<file path="config.mk">
export PLATFORM = sky130hd
export DESIGN_NAME = iec_timer_on_off_pulse_flat
export DESIGN_NICKNAME = d
export VERILOG_FILES = /design/src/sv/iectmr_pkg.sv /design/src/sv/iectmr_if.sv /design/src/sv/iectmr_core.sv /design/src/sv/iec_timer_on_off_pulse.sv /design/src/flat_wrapper.sv
export SDC_FILE = /design/constraint.sdc
export NUM_CORES = 1
export LEC_CHECK = 0
export BUFFER_PORTS_ARGS = -buffer_cell sky130_fd_sc_hd__buf_2
export CORE_MARGIN = 2
export CORE_UTILIZATION = 55
export CTS_CLUSTER_DIAMETER = 30
export DETAILED_ROUTE_END_ITERATION = 8
export PLACE_DENSITY = 0.73
export SLEW_MARGIN = 20
export SYNTH_ARGS = -nofsm -noshare
export SYNTH_HDL_FRONTEND = slang
export SYNTH_HIERARCHICAL = 1
export SYNTH_SLANG_ARGS = --single-unit
</file>
<file path="constraint.sdc">
create_clock -name i_clk -period 6 [get_ports i_clk]
set_input_delay 0.3 -clock i_clk [delete_from_list [all_inputs] [get_ports i_clk]]
set_output_delay 0.3 -clock i_clk [all_outputs]
set_load 0.02 [all_outputs]
</file>
<file path="src/sv/iectmr_pkg.sv">
// Package with the types, constants and register codes of the PLC timer.
`timescale 1ns / 1ps
package iectmr_pkg;

    // Widths of the elapsed counter and of the millisecond accumulator.
    localparam int COUNT_BITS = 16;
    localparam int ACC_BITS   = 32;
    localparam int CMP_BITS   = (COUNT_BITS > 16) ? COUNT_BITS : 16;

    localparam int CFG_IDX_BITS  = 2;
    localparam int CFG_DATA_BITS = 16;

    // Configuration register indexes.
    localparam logic [CFG_IDX_BITS-1:0] CFG_MODE    = 2'd0;
    localparam logic [CFG_IDX_BITS-1:0] CFG_PRESET  = 2'd1;
    localparam logic [CFG_IDX_BITS-1:0] CFG_BASE_MS = 2'd2;
    localparam logic [CFG_IDX_BITS-1:0] CFG_TICK_MS = 2'd3;

    // Reset values of the timing registers.
    localparam logic [15:0] BASE_MS_RESET = 16'd1000;
    localparam logic [15:0] TICK_MS_RESET = 16'd10;

    // Timer modes; the fourth code freezes the timer.
    typedef enum logic [1:0] {
        MODE_ON_DELAY  = 2'd0,
        MODE_OFF_DELAY = 2'd1,
        MODE_PULSE     = 2'd2
    } t_mode;

    typedef struct packed {
        logic [1:0]  mode;
        logic [15:0] preset;
        logic [15:0] base_ms;
        logic [15:0] tick_ms;
    } t_cfg;

    typedef struct packed {
        logic [COUNT_BITS-1:0] count;
        logic                  done;
        logic                  started;
        logic                  prev_in;
        logic [ACC_BITS-1:0]   acc;
    } t_tmr_state;

    typedef struct packed {
        logic run_input;
    } t_in_beat;

    typedef struct packed {
        logic        done_res;
        logic [15:0] elapsed;
    } t_out_beat;

endpackage

</file>
<file path="src/sv/iectmr_if.sv">
// Valid/ready stream interfaces for scan ticks and timer results.
`timescale 1ns / 1ps
interface iectmr_in_if;
    logic                valid;
    logic                ready;
    iectmr_pkg::t_in_beat data;

    modport source (output valid, output data, input ready);
    modport sink   (input valid, input data, output ready);
endinterface

interface iectmr_out_if;
    logic                 valid;
    logic                 ready;
    iectmr_pkg::t_out_beat data;

    modport source (output valid, output data, input ready);
    modport sink   (input valid, input data, output ready);
endinterface

</file>
<file path="src/sv/iectmr_core.sv">
// Timer state registers and the single-pass next-state logic for one scan tick.
`timescale 1ns / 1ps
module iectmr_core (
    input  logic                    i_clk,
    input  logic                    i_rst_n,
    input  logic                    i_step,
    input  logic                    i_run,
    input  iectmr_pkg::t_cfg        i_cfg,
    output iectmr_pkg::t_tmr_state  o_state,
    output iectmr_pkg::t_out_beat   o_result
);

    localparam logic [iectmr_pkg::COUNT_BITS-1:0] CNT_MAX = '1;
    localparam logic [iectmr_pkg::ACC_BITS-1:0]   ACC_MAX = '1;

    iectmr_pkg::t_tmr_state r_state;
    iectmr_pkg::t_tmr_state n_state;

    logic                              below_preset;
    logic                              count_now;
    logic                              mode_timed;
    logic [iectmr_pkg::ACC_BITS:0]     acc_sum;
    logic [iectmr_pkg::ACC_BITS-1:0]   acc_sat;
    logic [iectmr_pkg::ACC_BITS-1:0]   base_ext;

    assign below_preset = iectmr_pkg::CMP_BITS'(r_state.count)
                        < iectmr_pkg::CMP_BITS'(i_cfg.preset);
    assign base_ext = iectmr_pkg::ACC_BITS'(i_cfg.base_ms);

    // Saturating millisecond accumulation.
    assign acc_sum = {1'b0, r_state.acc} + (iectmr_pkg::ACC_BITS + 1)'(i_cfg.tick_ms);
    assign acc_sat = acc_sum[iectmr_pkg::ACC_BITS] ? ACC_MAX
                                                   : acc_sum[iectmr_pkg::ACC_BITS-1:0];

    // Mode logic, then timeout or counting, then the time base.
    always_comb begin
        n_state    = r_state;
        count_now  = 1'b0;
        mode_timed = 1'b0;
        unique case (i_cfg.mode)
            iectmr_pkg::MODE_ON_DELAY: begin
                if (!i_run) begin
                    n_state.done  = 1'b0;
                    n_state.count = '0;
                end else if (below_preset) begin
                    count_now = 1'b1;
                end else begin
                    n_state.done = 1'b1;
                end
            end
            iectmr_pkg::MODE_OFF_DELAY: begin
                mode_timed = 1'b1;
                if (i_run) begin
                    n_state.done    = 1'b1;
                    n_state.count   = '0;
                    n_state.started = 1'b0;
                end else if (r_state.prev_in) begin
                    n_state.started = 1'b1;
                end
            end
            iectmr_pkg::MODE_PULSE: begin
                mode_timed = 1'b1;
                if (i_run && !r_state.prev_in && !r_state.started) begin
                    n_state.done    = 1'b1;
                    n_state.count   = '0;
                    n_state.started = 1'b1;
                end
            end
            default: begin
                // Unused mode: everything but the previous input holds.
            end
        endcase

        if (mode_timed && n_state.started) begin
            if (iectmr_pkg::CMP_BITS'(n_state.count)
                    < iectmr_pkg::CMP_BITS'(i_cfg.preset)) begin
                count_now = 1'b1;
            end else begin
                n_state.done    = 1'b0;
                n_state.count   = '0;
                n_state.started = 1'b0;
            end
        end

        if (count_now) begin
            n_state.acc = acc_sat;
            if (acc_sat >= base_ext) begin
                if (n_state.count != CNT_MAX) begin
                    n_state.count = n_state.count + 1'b1;
                end
                n_state.acc = acc_sat - base_ext;
            end
        end

        n_state.prev_in = i_run;
    end

    // State advances once per accepted tick.
    always_ff @(posedge i_clk) begin
        if (!i_rst_n) begin
            r_state <= '0;
        end else if (i_step) begin
            r_state <= n_state;
        end
    end

    assign o_state           = r_state;
    assign o_result.done_res = n_state.done;
    assign o_result.elapsed  = 16'(n_state.count);

endmodule

</file>
<file path="src/sv/iec_timer_on_off_pulse.sv">
// Top level of the PLC timer: configuration, input register, core and result register.
//
// Usage: each beat on i_in carries one scan tick with the rung input bit
// run_input. For every tick the block returns exactly one beat on o_res
// with the timer output done_res and the elapsed count in base units.
// Registers (mode, preset, base_ms, tick_ms) are written through
// i_cfg_we / i_cfg_idx / i_cfg_data while no tick is in flight.
// Flow: an accepted tick waits in the input register and is processed when the
// result register is free or being emptied; that step updates the timer state
// and loads the result beat into the result register, which drives o_res.valid.
// Throughput: one tick per clock unless the receiver stalls; the state update
// is a single saturating add, compare and subtract on the 32-bit accumulator.
// Reset (synchronous, active low) clears the timer state and both stage
// valids and loads mode 0, preset 0, base 1000 ms and tick 10 ms.
// When the receiver stalls, the result register holds, the input register
// fills, and i_in.ready drops until the result is taken.
`timescale 1ns / 1ps
module iec_timer_on_off_pulse (
    input  logic                                      i_clk,
    input  logic                                      i_rst_n,
    iectmr_in_if.sink                                 i_in,
    iectmr_out_if.source                              o_res,
    input  logic                                      i_cfg_we,
    input  logic [iectmr_pkg::CFG_IDX_BITS-1:0]       i_cfg_idx,
    input  logic [iectmr_pkg::CFG_DATA_BITS-1:0]      i_cfg_data
);

    iectmr_pkg::t_cfg       r_cfg;
    logic                   r_in_valid;
    logic                   r_in_run;
    logic                   r_out_valid;
    iectmr_pkg::t_out_beat  r_out_data;
    logic                   step;
    iectmr_pkg::t_tmr_state core_state;
    iectmr_pkg::t_out_beat  core_result;

    // Configuration register writes.
    always_ff @(posedge i_clk) begin
        if (!i_rst_n) begin
            r_cfg.mode    <= iectmr_pkg::MODE_ON_DELAY;
            r_cfg.preset  <= '0;
            r_cfg.base_ms <= iectmr_pkg::BASE_MS_RESET;
            r_cfg.tick_ms <= iectmr_pkg::TICK_MS_RESET;
        end else if (i_cfg_we) begin
            unique case (i_cfg_idx)
                iectmr_pkg::CFG_MODE:    r_cfg.mode    <= i_cfg_data[1:0];
                iectmr_pkg::CFG_PRESET:  r_cfg.preset  <= i_cfg_data;
                iectmr_pkg::CFG_BASE_MS: r_cfg.base_ms <= i_cfg_data;
                iectmr_pkg::CFG_TICK_MS: r_cfg.tick_ms <= i_cfg_data;
                default: begin
                end
            endcase
        end
    end

    // A tick moves on when the result register is free or being emptied.
    assign step       = r_in_valid && (!r_out_valid || o_res.ready);
    assign i_in.ready = !r_in_valid || step;

    // Input register.
    always_ff @(posedge i_clk) begin
        if (!i_rst_n) begin
            r_in_valid <= 1'b0;
        end else if (i_in.ready) begin
            r_in_valid <= i_in.valid;
        end
    end

    always_ff @(posedge i_clk) begin
        if (i_in.ready && i_in.valid) begin
            r_in_run <= i_in.data.run_input;
        end
    end

    iectmr_core u_core (
        .i_clk    (i_clk),
        .i_rst_n  (i_rst_n),
        .i_step   (step),
        .i_run    (r_in_run),
        .i_cfg    (r_cfg),
        .o_state  (core_state),
        .o_result (core_result)
    );

    // Result register.
    always_ff @(posedge i_clk) begin
        if (!i_rst_n) begin
            r_out_valid <= 1'b0;
        end else if (step) begin
            r_out_valid <= 1'b1;
        end else if (o_res.ready) begin
            r_out_valid <= 1'b0;
        end
    end

    always_ff @(posedge i_clk) begin
        if (step) begin
            r_out_data <= core_result;
        end
    end

    assign o_res.valid = r_out_valid;
    assign o_res.data  = r_out_data;

    // A processed tick always leaves a result beat behind.
    a_step_gives_result: assert property (@(posedge i_clk) disable iff (!i_rst_n)
        step |=> r_out_valid)
        else $error("processed tick produced no result beat");

    // Timer state changes only when a tick is processed.
    a_state_holds: assert property (@(posedge i_clk) disable iff (!i_rst_n)
        !step |=> $stable(core_state))
        else $error("timer state changed without a tick");

    // An empty input register never refuses a beat.
    a_ready_when_empty: assert property (@(posedge i_clk) disable iff (!i_rst_n)
        !r_in_valid |-> i_in.ready)
        else $error("input refused while input register empty");

    // Reset empties the input and result registers.
    a_reset_clears: assert property (@(posedge i_clk)
        !i_rst_n |=> !r_out_valid && !r_in_valid)
        else $error("stage valid survived reset");

endmodule

</file>
<file path="src/flat_wrapper.sv">
// flat-port wrapper written by rule: the top's interface ports become plain ports
module iec_timer_on_off_pulse_flat 
  (i_clk, i_rst_n, i_cfg_we, i_cfg_idx, i_cfg_data, i_in_valid, i_in_data, i_in_ready, o_res_valid, o_res_data, o_res_ready);
  iectmr_in_if i_in_i ();
  iectmr_out_if o_res_i ();
  input  logic i_clk;
  input  logic i_rst_n;
  input  logic i_cfg_we;
  input  logic [iectmr_pkg::CFG_IDX_BITS-1:0] i_cfg_idx;
  input  logic [iectmr_pkg::CFG_DATA_BITS-1:0] i_cfg_data;
  input wire logic [$bits(i_in_i.valid)-1:0] i_in_valid;
  input wire logic [$bits(i_in_i.data)-1:0] i_in_data;
  output wire logic [$bits(i_in_i.ready)-1:0] i_in_ready;
  output wire logic [$bits(o_res_i.valid)-1:0] o_res_valid;
  output wire logic [$bits(o_res_i.data)-1:0] o_res_data;
  input wire logic [$bits(o_res_i.ready)-1:0] o_res_ready;
  assign i_in_i.valid = i_in_valid;
  assign i_in_i.data = i_in_data;
  assign i_in_ready = i_in_i.ready;
  assign o_res_valid = o_res_i.valid;
  assign o_res_data = o_res_i.data;
  assign o_res_i.ready = o_res_ready;
  iec_timer_on_off_pulse u_core (.i_clk(i_clk), .i_rst_n(i_rst_n), .i_in(i_in_i), .o_res(o_res_i), .i_cfg_we(i_cfg_we), .i_cfg_idx(i_cfg_idx), .i_cfg_data(i_cfg_data));
endmodule
</file>
Word-level counts from Yosys, hierarchy flattened
Index checks and enable logic that the tools add are counted.
{"block": "classes", "order_cmp": 3, "n_mux": 24, "shift": 0, "n_addsub": 3, "n_mul": 0, "bitwise_logic": 0, "n_eq_ne": 6, "n_div": 0, "reduce_logical": 20}
{"cell": "two-way mux 16 bit", "count": 4}
{"cell": "two-way mux 32 bit", "count": 2}
{"cell": "two-way mux 18 bit", "count": 3}
{"cell": "one-hot mux 17 bit (3 select lines)", "count": 1}
{"cell": "adder 32 x 16 -> 33 bit", "count": 1}
{"cell": "greater-or-equal comparator 32 x 16 -> 1 bit", "count": 1}
{"cell": "less-than comparator 16 bit", "count": 2}
{"cell": "subtractor 32 x 16 -> 32 bit", "count": 1}
{"cell": "two-way mux 17 bit", "count": 1}
{"cell": "adder 16 x 1 -> 16 bit (second input constant)", "count": 1}
{"cell": "inequality test 16 bit (second input constant)", "count": 1}
{"cell": "two-way mux 1 bit", "count": 12}
{"cell": "AND reduction 2 bit", "count": 5}
{"cell": "equality test 2 bit (second input constant)", "count": 3}
{"cell": "logical AND 1 bit", "count": 5}
{"cell": "equality test 2 x 1 -> 1 bit (second input constant)", "count": 2}
{"cell": "logical NOT 1 bit", "count": 4}
{"cell": "logical NOT 2 bit", "count": 2}
{"cell": "logical OR 1 bit", "count": 2}
{"cell": "one-hot mux 1 bit (2 select lines)", "count": 1}
{"cell": "nonzero test 2 bit", "count": 1}
{"cell": "OR reduction 2 bit", "count": 1}
{"block": "word_totals", "elab_cells": 70, "inputBits": 24, "latch_bits": 0, "register_bits": 121, "rom_bits": 0, "n_memories": 0, "ramBits": 0}

Depth between registers and ports, before layout
Gate-level depths: netlist of the first run.
{"block": "logic_depth", "ltp_word": 12, "depth_mapped": 27}

Modules after synthesis
The synthesis of the first run kept the hierarchy.
{"module": "iectmr_core", "area_each_um2": 6347.3, "instances": 1, "cells_each": 878}
{"module": "iec_timer_on_off_pulse", "area_each_um2": 2597.5, "instances": 1, "cells_each": 220}

Worst setup path before layout of the first run
Ideal clock, no wire load.
{"block": "synth_timing", "path_type": "flip-flop to flip-flop", "from": "register u_core/r_cfg[0] (netlist bit)", "to": "register u_core.r_out_data, in the netlist u_core/o_res.data[1], data pin", "setup_time_ps": 251, "required_ps": 5749, "arrival_time_ps": 5001, "slack_ps": 747, "stages_incl_launch_ff": 22, "period_less_slack_ps": 5253, "cell_sequence": "dfxtp_1 -> ha_1 -> fa_1 -> a211oi_1 -> o211ai_1 -> a221oi_4 -> or2_1 -> clkbuf_1 -> clkbuf_1 -> nand2_1 -> ha_1 -> or4_1 -> o21ai_0 -> o21bai_1 -> or3_1 -> nor3b_1 -> nand3_1 -> and4bb_4 -> a21oi_4 -> nand2_1 -> mux2_2 -> buf_4"}
{"element": "start: declaration", "line": "iec_timer_on_off_pulse.sv:28", "rtl": "iectmr_pkg::t_cfg r_cfg;"}
{"element": "end signal: assignment", "line": "iec_timer_on_off_pulse.sv:98", "rtl": "r_out_data <= core_result;"}
{"element": "end: declaration", "line": "iec_timer_on_off_pulse.sv:32", "rtl": "iectmr_pkg::t_out_beat r_out_data;"}

Final worst setup path of the first run
{"block": "layout_timing", "from": "register u_core/r_cfg[0] (netlist bit)", "to": "register u_core.u_core.r_state, in the netlist u_core/u_core/o_state[18]"}
{"block": "layout_via", "elab_chain_len": 4}
{"element": "adder 32 x 16 -> 33 bit *", "line": "iectmr_core.sv:31", "rtl": "assign acc_sum = {1'b0, r_state.acc} + (iectmr_pkg::ACC_BITS + 1)'(i_cfg.tick_ms);"}
{"element": "two-way mux 32 bit *", "line": "iectmr_core.sv:32", "rtl": "assign acc_sat = acc_sum[iectmr_pkg::ACC_BITS] ? ACC_MAX"}
{"element": "subtractor 32 x 16 -> 32 bit / greater-or-equal comparator 32 x 16 -> 1 bit (equally long branches)", "line": "iectmr_core.sv:91, iectmr_core.sv:87"}
{"element": "two-way mux 32 bit *", "line": "iectmr_core.sv:87", "rtl": "if (acc_sat >= base_ext) begin"}
{"element": "end signal: assignment", "line": "iectmr_core.sv:103", "rtl": "r_state <= n_state;"}
{"element": "end: declaration", "line": "iectmr_core.sv:16", "rtl": "iectmr_pkg::t_tmr_state r_state;"}
Mark *: on every way between the ends. The rest lies on a longest branch, timed or not.
A chain may end at the register's enable or synchronous reset.

==> impl_metrics.toml, run 1 <==
[synth]
synth.distinct_cells = 78
syn_area_per_cell_um2 = 8.15
synthesis.area_mm2 = 0.00894
synth_edf_count = 18
synth_nets = 1191
postSynthCellCount = 1098
synthArstFlopShare_pct = 0
yosys_most_used_dff = "dfxtp_1"
synth-seq-area-share_pct = 29.1
ys_ff_latch = 121
synth.yosys.warnings = 6

[floorplan]
die_x_um = 132
rows = 46
core_area_mm2 = 0.0159
dieArea_mm2 = 0.0173
die_h_um = 132
initial_core_util_pct = 56.3
io_pins = 43

[layout]
final_common_cell = "nand2_1"
fin_nets = 1200
diodes = 0
area_delta_synth_final_pct = 9.20
drive_above_1_share_pct = 9.83
mostFrequentLayoutCells = "nand2_1 (167), dfxtp_1 (103), a21oi_1 (71), nor2_1 (69), ha_1 (67)"

[place]
post-dp-hpwl_um = 16500
io_buffer_count = 42
pre_cts_ws_ps = 343
place.gp.congestion = 0.921

[timing]
max_freq_ghz = 0.178
period_minus_slack_ps = 5620
finalMaxSlewViolations = 0
slew_headroom_pct = 35.1
rsz0062_at_grt = "no"
tightest_slew_ps = 974
fin_ws_ps = 376
min_period_over_period_pct = 93.7
setup_viol = 0
whs_ps = 55.1
hold_viol = 0
tns_ps = 0
fin_skew_ps = 10.9

[critical_path]
worst-path-max-fanout = 27
end_kind = "flip-flop"
cp.arrival_ps = 5910
reg2reg_to = "u_core/u_core/o_state[18]"
critical_path_class = "reg -> reg"
r2r-start = "u_core/r_cfg[0]"
crit_required_ps = 6280
start_kind = "flip-flop"
reg2reg_depth = 21
rrSetupSlack_ps = 380

[clock_network]
cts_setup_buffers = 0
insertion_delay_ps = 420
root_buffer = "clkbuf_16"
cts_buffers = 17
htreeDepth = 4
hold_buffers = 0
cts_tree = "yes"
clk_path_buf_depth = 2
post_cts_resized = 0
clk_pin_slew_ps = 60
cts_num_sinks = 121

[pwr]
p_total_mw = 2.70
power.density_mw_per_mm2 = 276
power.leakage_nw = 4.16
vdd_ir_drop_max_mv = 0.228

[drt]
ant_nets = 0
vias = 8026
drt_iter0_markers = 874
post-route-drc-count = 0
drtPass1Iterations = 5
wl_per_cell_um = 17.3
avgViaCountPerCell = 6.01
routed_wirelength_um = 23100

[grt]
grt_antenna_before_repair = 0
grt_pass1_wl_um = 37900
grt_pass1_vias = 7468
grt_usage_pct = 26.8
grt_max_degree = 95
grt-ovfl-total = 0

[min_path]
hold_path_depth = 1
worstHoldEndpoint = "u_core/r_in_run"
worstHoldStart = "i_in_data"
hold_class = "in -> reg"

[status]
status = "completed"

[flow_run]
cap_violations = 0
[state kept, by name, indices dropped and copies added (netlist names)]
register / count
u_core/o_res.valid: 1
u_core/o_res.data: 17
u_core/u_core/o_state: 51
u_core/r_in_valid: 1
u_core/r_cfg: 50
u_core/r_in_run: 1
[cells in the mapped netlist (all sizes together), types with 3 or more instances]
library cell | n | area, µm²
a211oi | 21 | 158
nand3 | 38 | 213
ha | 67 | 838
nor3b | 3 | 22.5
xnor2 | 24 | 210
nand4b | 5 | 43.8
or2 | 5 | 31.3
nand2 | 167 | 627
or4 | 3 | 22.5
o21bai | 4 | 30.0
buf | 36 | 279
o211a | 8 | 80.1
o21a | 10 | 75.1
mux2i | 55 | 551
o22ai | 5 | 31.3
nand3b | 7 | 65.1
clkbuf | 30 | 114
xor2 | 26 | 235
a31oi | 14 | 87.6
a311o | 3 | 30.0
o211ai | 17 | 128
o21ai | 43 | 215
nand4 | 19 | 119
a21oi | 72 | 372
or3 | 14 | 92.6
inv | 52 | 195
nor3 | 15 | 75.1
edfxtp | 18 | 541
o31a | 7 | 61.3
a21boi | 3 | 22.5
and2 | 9 | 56.3
a21o | 18 | 135
dfxtp | 103 | 2060
nor2 | 73 | 284
nor2b | 28 | 175
o31ai | 3 | 22.5
a311oi | 8 | 70.1
nor4 | 8 | 50.1
and3 | 14 | 87.6
nand2b | 11 | 68.8
[power breakdown]
part / internal [mW] / switching [mW]
clock: 0.648 / 0.385
combinational: 0.294 / 0.482
sequential: 0.860 / 0.0281
total: 1.80 / 0.895
[logic make-up after synthesis]
| kind of cell | synth area share (%) |
|---|---|
| simple gates | 23.9 |
| compound gates | 19.1 |
| flops | 29.1 |
| buf+inv | 6.66 |
| fa+ha+maj | 9.82 |
| mux | 6.41 |
| xor+xnor | 4.98 |
[worst max-delay path by stage]
stage	end	cells after the start	slack (ps)	from
final	u_core/u_core/o_state[18]	21	380	u_core/r_cfg[0]
after detailed placement	u_core/u_core/o_state[18]	20	340	u_core/r_cfg[0]
after global routing	u_core/u_core/o_state[40]	19	30	u_core/r_cfg[0]
after floorplan	u_core/o_res.data[1]	21	750	u_core/r_cfg[0]
after global placement	u_core/u_core/o_state[18]	20	370	u_core/r_cfg[0]
after CTS	u_core/u_core/o_state[18]	20	260	u_core/r_cfg[0]
[critical path: stages (launching register included)]
cell and delay, ps:
dfxtp_1 310, ha_1 240, fa_1 440, a211oi_1 300, o211ai_1 190, a221oi_4 290
or2_1 350, buf_4 320, nand2_1 140, ha_1 370, a21o_1 200, a21o_1 200
a21oi_1 190, o21ai_0 160, nor3b_2 320, nand3_1 120, nand4bb_1 420, nor2_4 350
buf_12 220, nor4_1 70, o21ai_0 180, a21oi_1 80
[layout make-up]
type	instances	area [µm²]
flip-flops and latches	121	2600
repair buffers	56	328
inverters	54	203
fillers	1433	6120
well taps	216	270
clock inverters	9	115
clock buffers	22	475
multi-input cells	857	5770
[stage by stage]
step	util, %	instances	instance area (µm²)
final	61.5	1335	9770
after global routing	61.5	1335	9770
after CTS	61.4	1335	9760
after detailed placement	57.7	1304	9170
after global placement	57.7	1304	9170
after floorplan	-	1098	8940
[routing by layer]
metal | global-route usage, % | wire length [µm] | vias to the layer above
li1 | - | - | 3957
met1 | 36.0 | 10500 | 3756
met2 | 42.9 | 10600 | 272
met3 | 5.09 | 1390 | 41
met4 | 9.84 | 572 | 0
met5 | 0 | 0 | -
Note: power is estimated with default switching activity, not from simulation.
==> inputs of run 2 (changes only) <==
--- a/config.mk
+++ b/config.mk
@@ -5,10 +5,11 @@
 export SDC_FILE = /design/constraint.sdc
 export NUM_CORES = 1
 export LEC_CHECK = 0
-export BUFFER_PORTS_ARGS = -buffer_cell sky130_fd_sc_hd__buf_2
+export BUFFER_PORTS_ARGS = -buffer_cell sky130_fd_sc_hd__buf_4
 export CORE_MARGIN = 2
 export CORE_UTILIZATION = 55
 export CTS_CLUSTER_DIAMETER = 30
+export CTS_CLUSTER_SIZE = 28
 export DETAILED_ROUTE_END_ITERATION = 8
 export PLACE_DENSITY = 0.73
 export SLEW_MARGIN = 20
==> impl_metrics.toml, run 2 (synthesized netlist as in run 1, its figures left out) <==
[status]
status = "completed"

[floorplan]
dieArea_mm2 = 0.0173
die_x_um = 132
initial_core_util_pct = 56.3
io_pins = 43
core_area_mm2 = 0.0159
die_h_um = 132
rows = 46

[timing]
fin_skew_ps = 10.0
finalMaxSlewViolations = 0
rsz0062_at_grt = "no"
min_period_over_period_pct = 93.0
period_minus_slack_ps = 5580
max_freq_ghz = 0.179
tns_ps = 0
hold_viol = 0
setup_viol = 0
slew_headroom_pct = 45.3
tightest_slew_ps = 812

[grt]
grt_pass1_wl_um = 36700
grt-ovfl-total = 0
grt_usage_pct = 25.9
grt_max_degree = 82
grt_pass1_vias = 7287
grt_antenna_before_repair = 0

[critical_path]
crit_required_ps = 6310
crit_path_frequent_cell = "nand2_1"
crit_slowest_cell = "o211a_1"
start_kind = "flip-flop"
reg2reg_to = "u_core/u_core/o_state[36]"
path_cells = "inv_1 -> ha_1 -> a21oi_1 -> o211a_1 -> nor2b_1 -> ha_1 -> a21o_1 -> a21o_1 -> a21oi_1 -> o211ai_1 -> a21oi_1 -> nor2b_1 -> nor2_1 -> nand2_1 -> inv_1 -> ha_1 -> nand3_1 -> nor2_1 -> nand2_1 -> nor3_1 -> nand2_1 -> nand2_1 -> mux2_2 -> o211a_1"
worst-path-max-fanout = 11
r2r-start = "u_core/r_cfg[48]"
end_kind = "flip-flop"
reg2reg_depth = 24
cp.arrival_ps = 5900
critical_path_class = "reg -> reg"
cp_slowest_stage_delay_ps = 450
rrSetupSlack_ps = 420

[clock_network]
cts_setup_buffers = 0
cts_buffers = 17
clk_path_buf_depth = 2
insertion_delay_ps = 420
htreeDepth = 4
clk_pin_slew_ps = 60
root_buffer = "clkbuf_16"
hold_buffers = 0
post_cts_resized = 0
cts_num_sinks = 121
cts_tree = "yes"

[place]
io_buffer_count = 42
place.gp.congestion = 0.959
placed_area_mm2 = 0.00924
post-dp-hpwl_um = 16600

[drt]
routed_wirelength_um = 22500
drt_iter0_markers = 738
drtPass1Iterations = 6
wl_per_cell_um = 16.9
vias = 7920
avgViaCountPerCell = 5.93
post-route-drc-count = 0
ant_nets = 0

[pwr]
power.density_mw_per_mm2 = 265
vdd_ir_drop_max_mv = 0.218
power.leakage_nw = 4.16

[min_path]
worstHoldEndpoint = "u_core/r_in_run"
hold_path_depth = 1
hold_class = "in -> reg"
worstHoldStart = "i_in_data"

[layout]
area_delta_synth_final_pct = 9.55
mostFrequentLayoutCells = "nand2_1 (167), dfxtp_1 (103), a21oi_1 (71), nor2_1 (70), ha_1 (67)"
fill_cells = 1412
final_common_cell = "nand2_1"
drive_above_1_share_pct = 9.92
diodes = 0
fin_nets = 1199
design_area_mm2 = 0.00980
largest_reg_flops = 51

[flow_run]
cap_violations = 0
## run 2: cell types whose count changed in the layout (fill, tap and decap cells not counted), moves of 2 or more
cell	change
buf_2	-42
buf_4	+42
clkbuf_1	-3
clkinvlp_4	+3
inv_6	+3
bufinv_16	-2
clkinv_4	-2
inv_4	+2
## run 2: critical path: cells and delay by family, from the launching register on
kind	cells	cell delay, ps
AOI/OAI and AO/OA	8	1950
buffers and inverters	2	170
muxes	1	370
DFF	1	380
adders and majority gates	3	740
and+or+nand+nor	10	1860
## run 2: how the worst max path moves through the flow
stage / startpoint / to / slack [ps] / cells past startpoint
finish: u_core/r_cfg[48] / u_core/u_core/o_state[36] / 420 / 24
global route: u_core/r_cfg[48] / u_core/u_core/o_state[36] / 80 / 24
CTS: u_core/r_cfg[0] / u_core/u_core/o_state[40] / 340 / 19
detailed placement: u_core/r_cfg[0] / u_core/u_core/o_state[40] / 370 / 19
global placement: u_core/r_cfg[0] / u_core/u_core/o_state[36] / 520 / 19
floorplan: u_core/r_cfg[0] / u_core/o_res.data[1] / 750 / 21
## run 2: area by class of cell
| type | count | area [µm²] | share of cell area, % |
|---|---|---|---|
| multi-input cells | 857 | 5760 | 58.8 |
| flip-flops and latches | 121 | 2600 | 26.6 |
| clock buffers | 18 | 439 | 4.48 |
| repair buffers | 55 | 413 | 4.21 |
| well taps | 216 | 270 | 2.76 |
| inverters | 54 | 203 | 2.07 |
| clock inverters | 14 | 110 | 1.12 |
## run 2: per-stage QoR
step / power [mW] / worst slack (ps) / std cells / utilization, % / hold slack [ps]
after floorplan: 1.49 / 747 / 1098 / - / 399
after global placement: 1.63 / 517 / 1301 / 58.1 / 446
after detailed placement: 1.64 / 368 / 1301 / 58.1 / 447
after CTS: 2.60 / 337 / 1333 / 61.6 / 42.6
after global routing: 2.73 / 82.9 / 1335 / 61.7 / 39.1
final: 2.59 / 418 / 1335 / 61.7 / 58.3
## run 2: metal layers
| metal | vias up | GRT usage (%) | part of all wire, % |
|---|---|---|---|
| met4 | 0 | 8.27 | 2.1 |
| met1 | 3681 | 35.8 | 47 |
| met5 | - | 0 | 0 |
| met2 | 246 | 41.3 | 46 |
| met3 | 35 | 4.09 | 5.5 |
| li1 | 3958 | - | - |
## run 2: power breakdown
part	internal [mW]	switching [mW]	total, mW	leakage (nW)
Clock	0.547	0.408	0.954	0.267
Sequential	0.860	0.0307	0.890	1.01
Combinational	0.290	0.459	0.749	2.89
Total	1.70	0.897	2.59	4.16
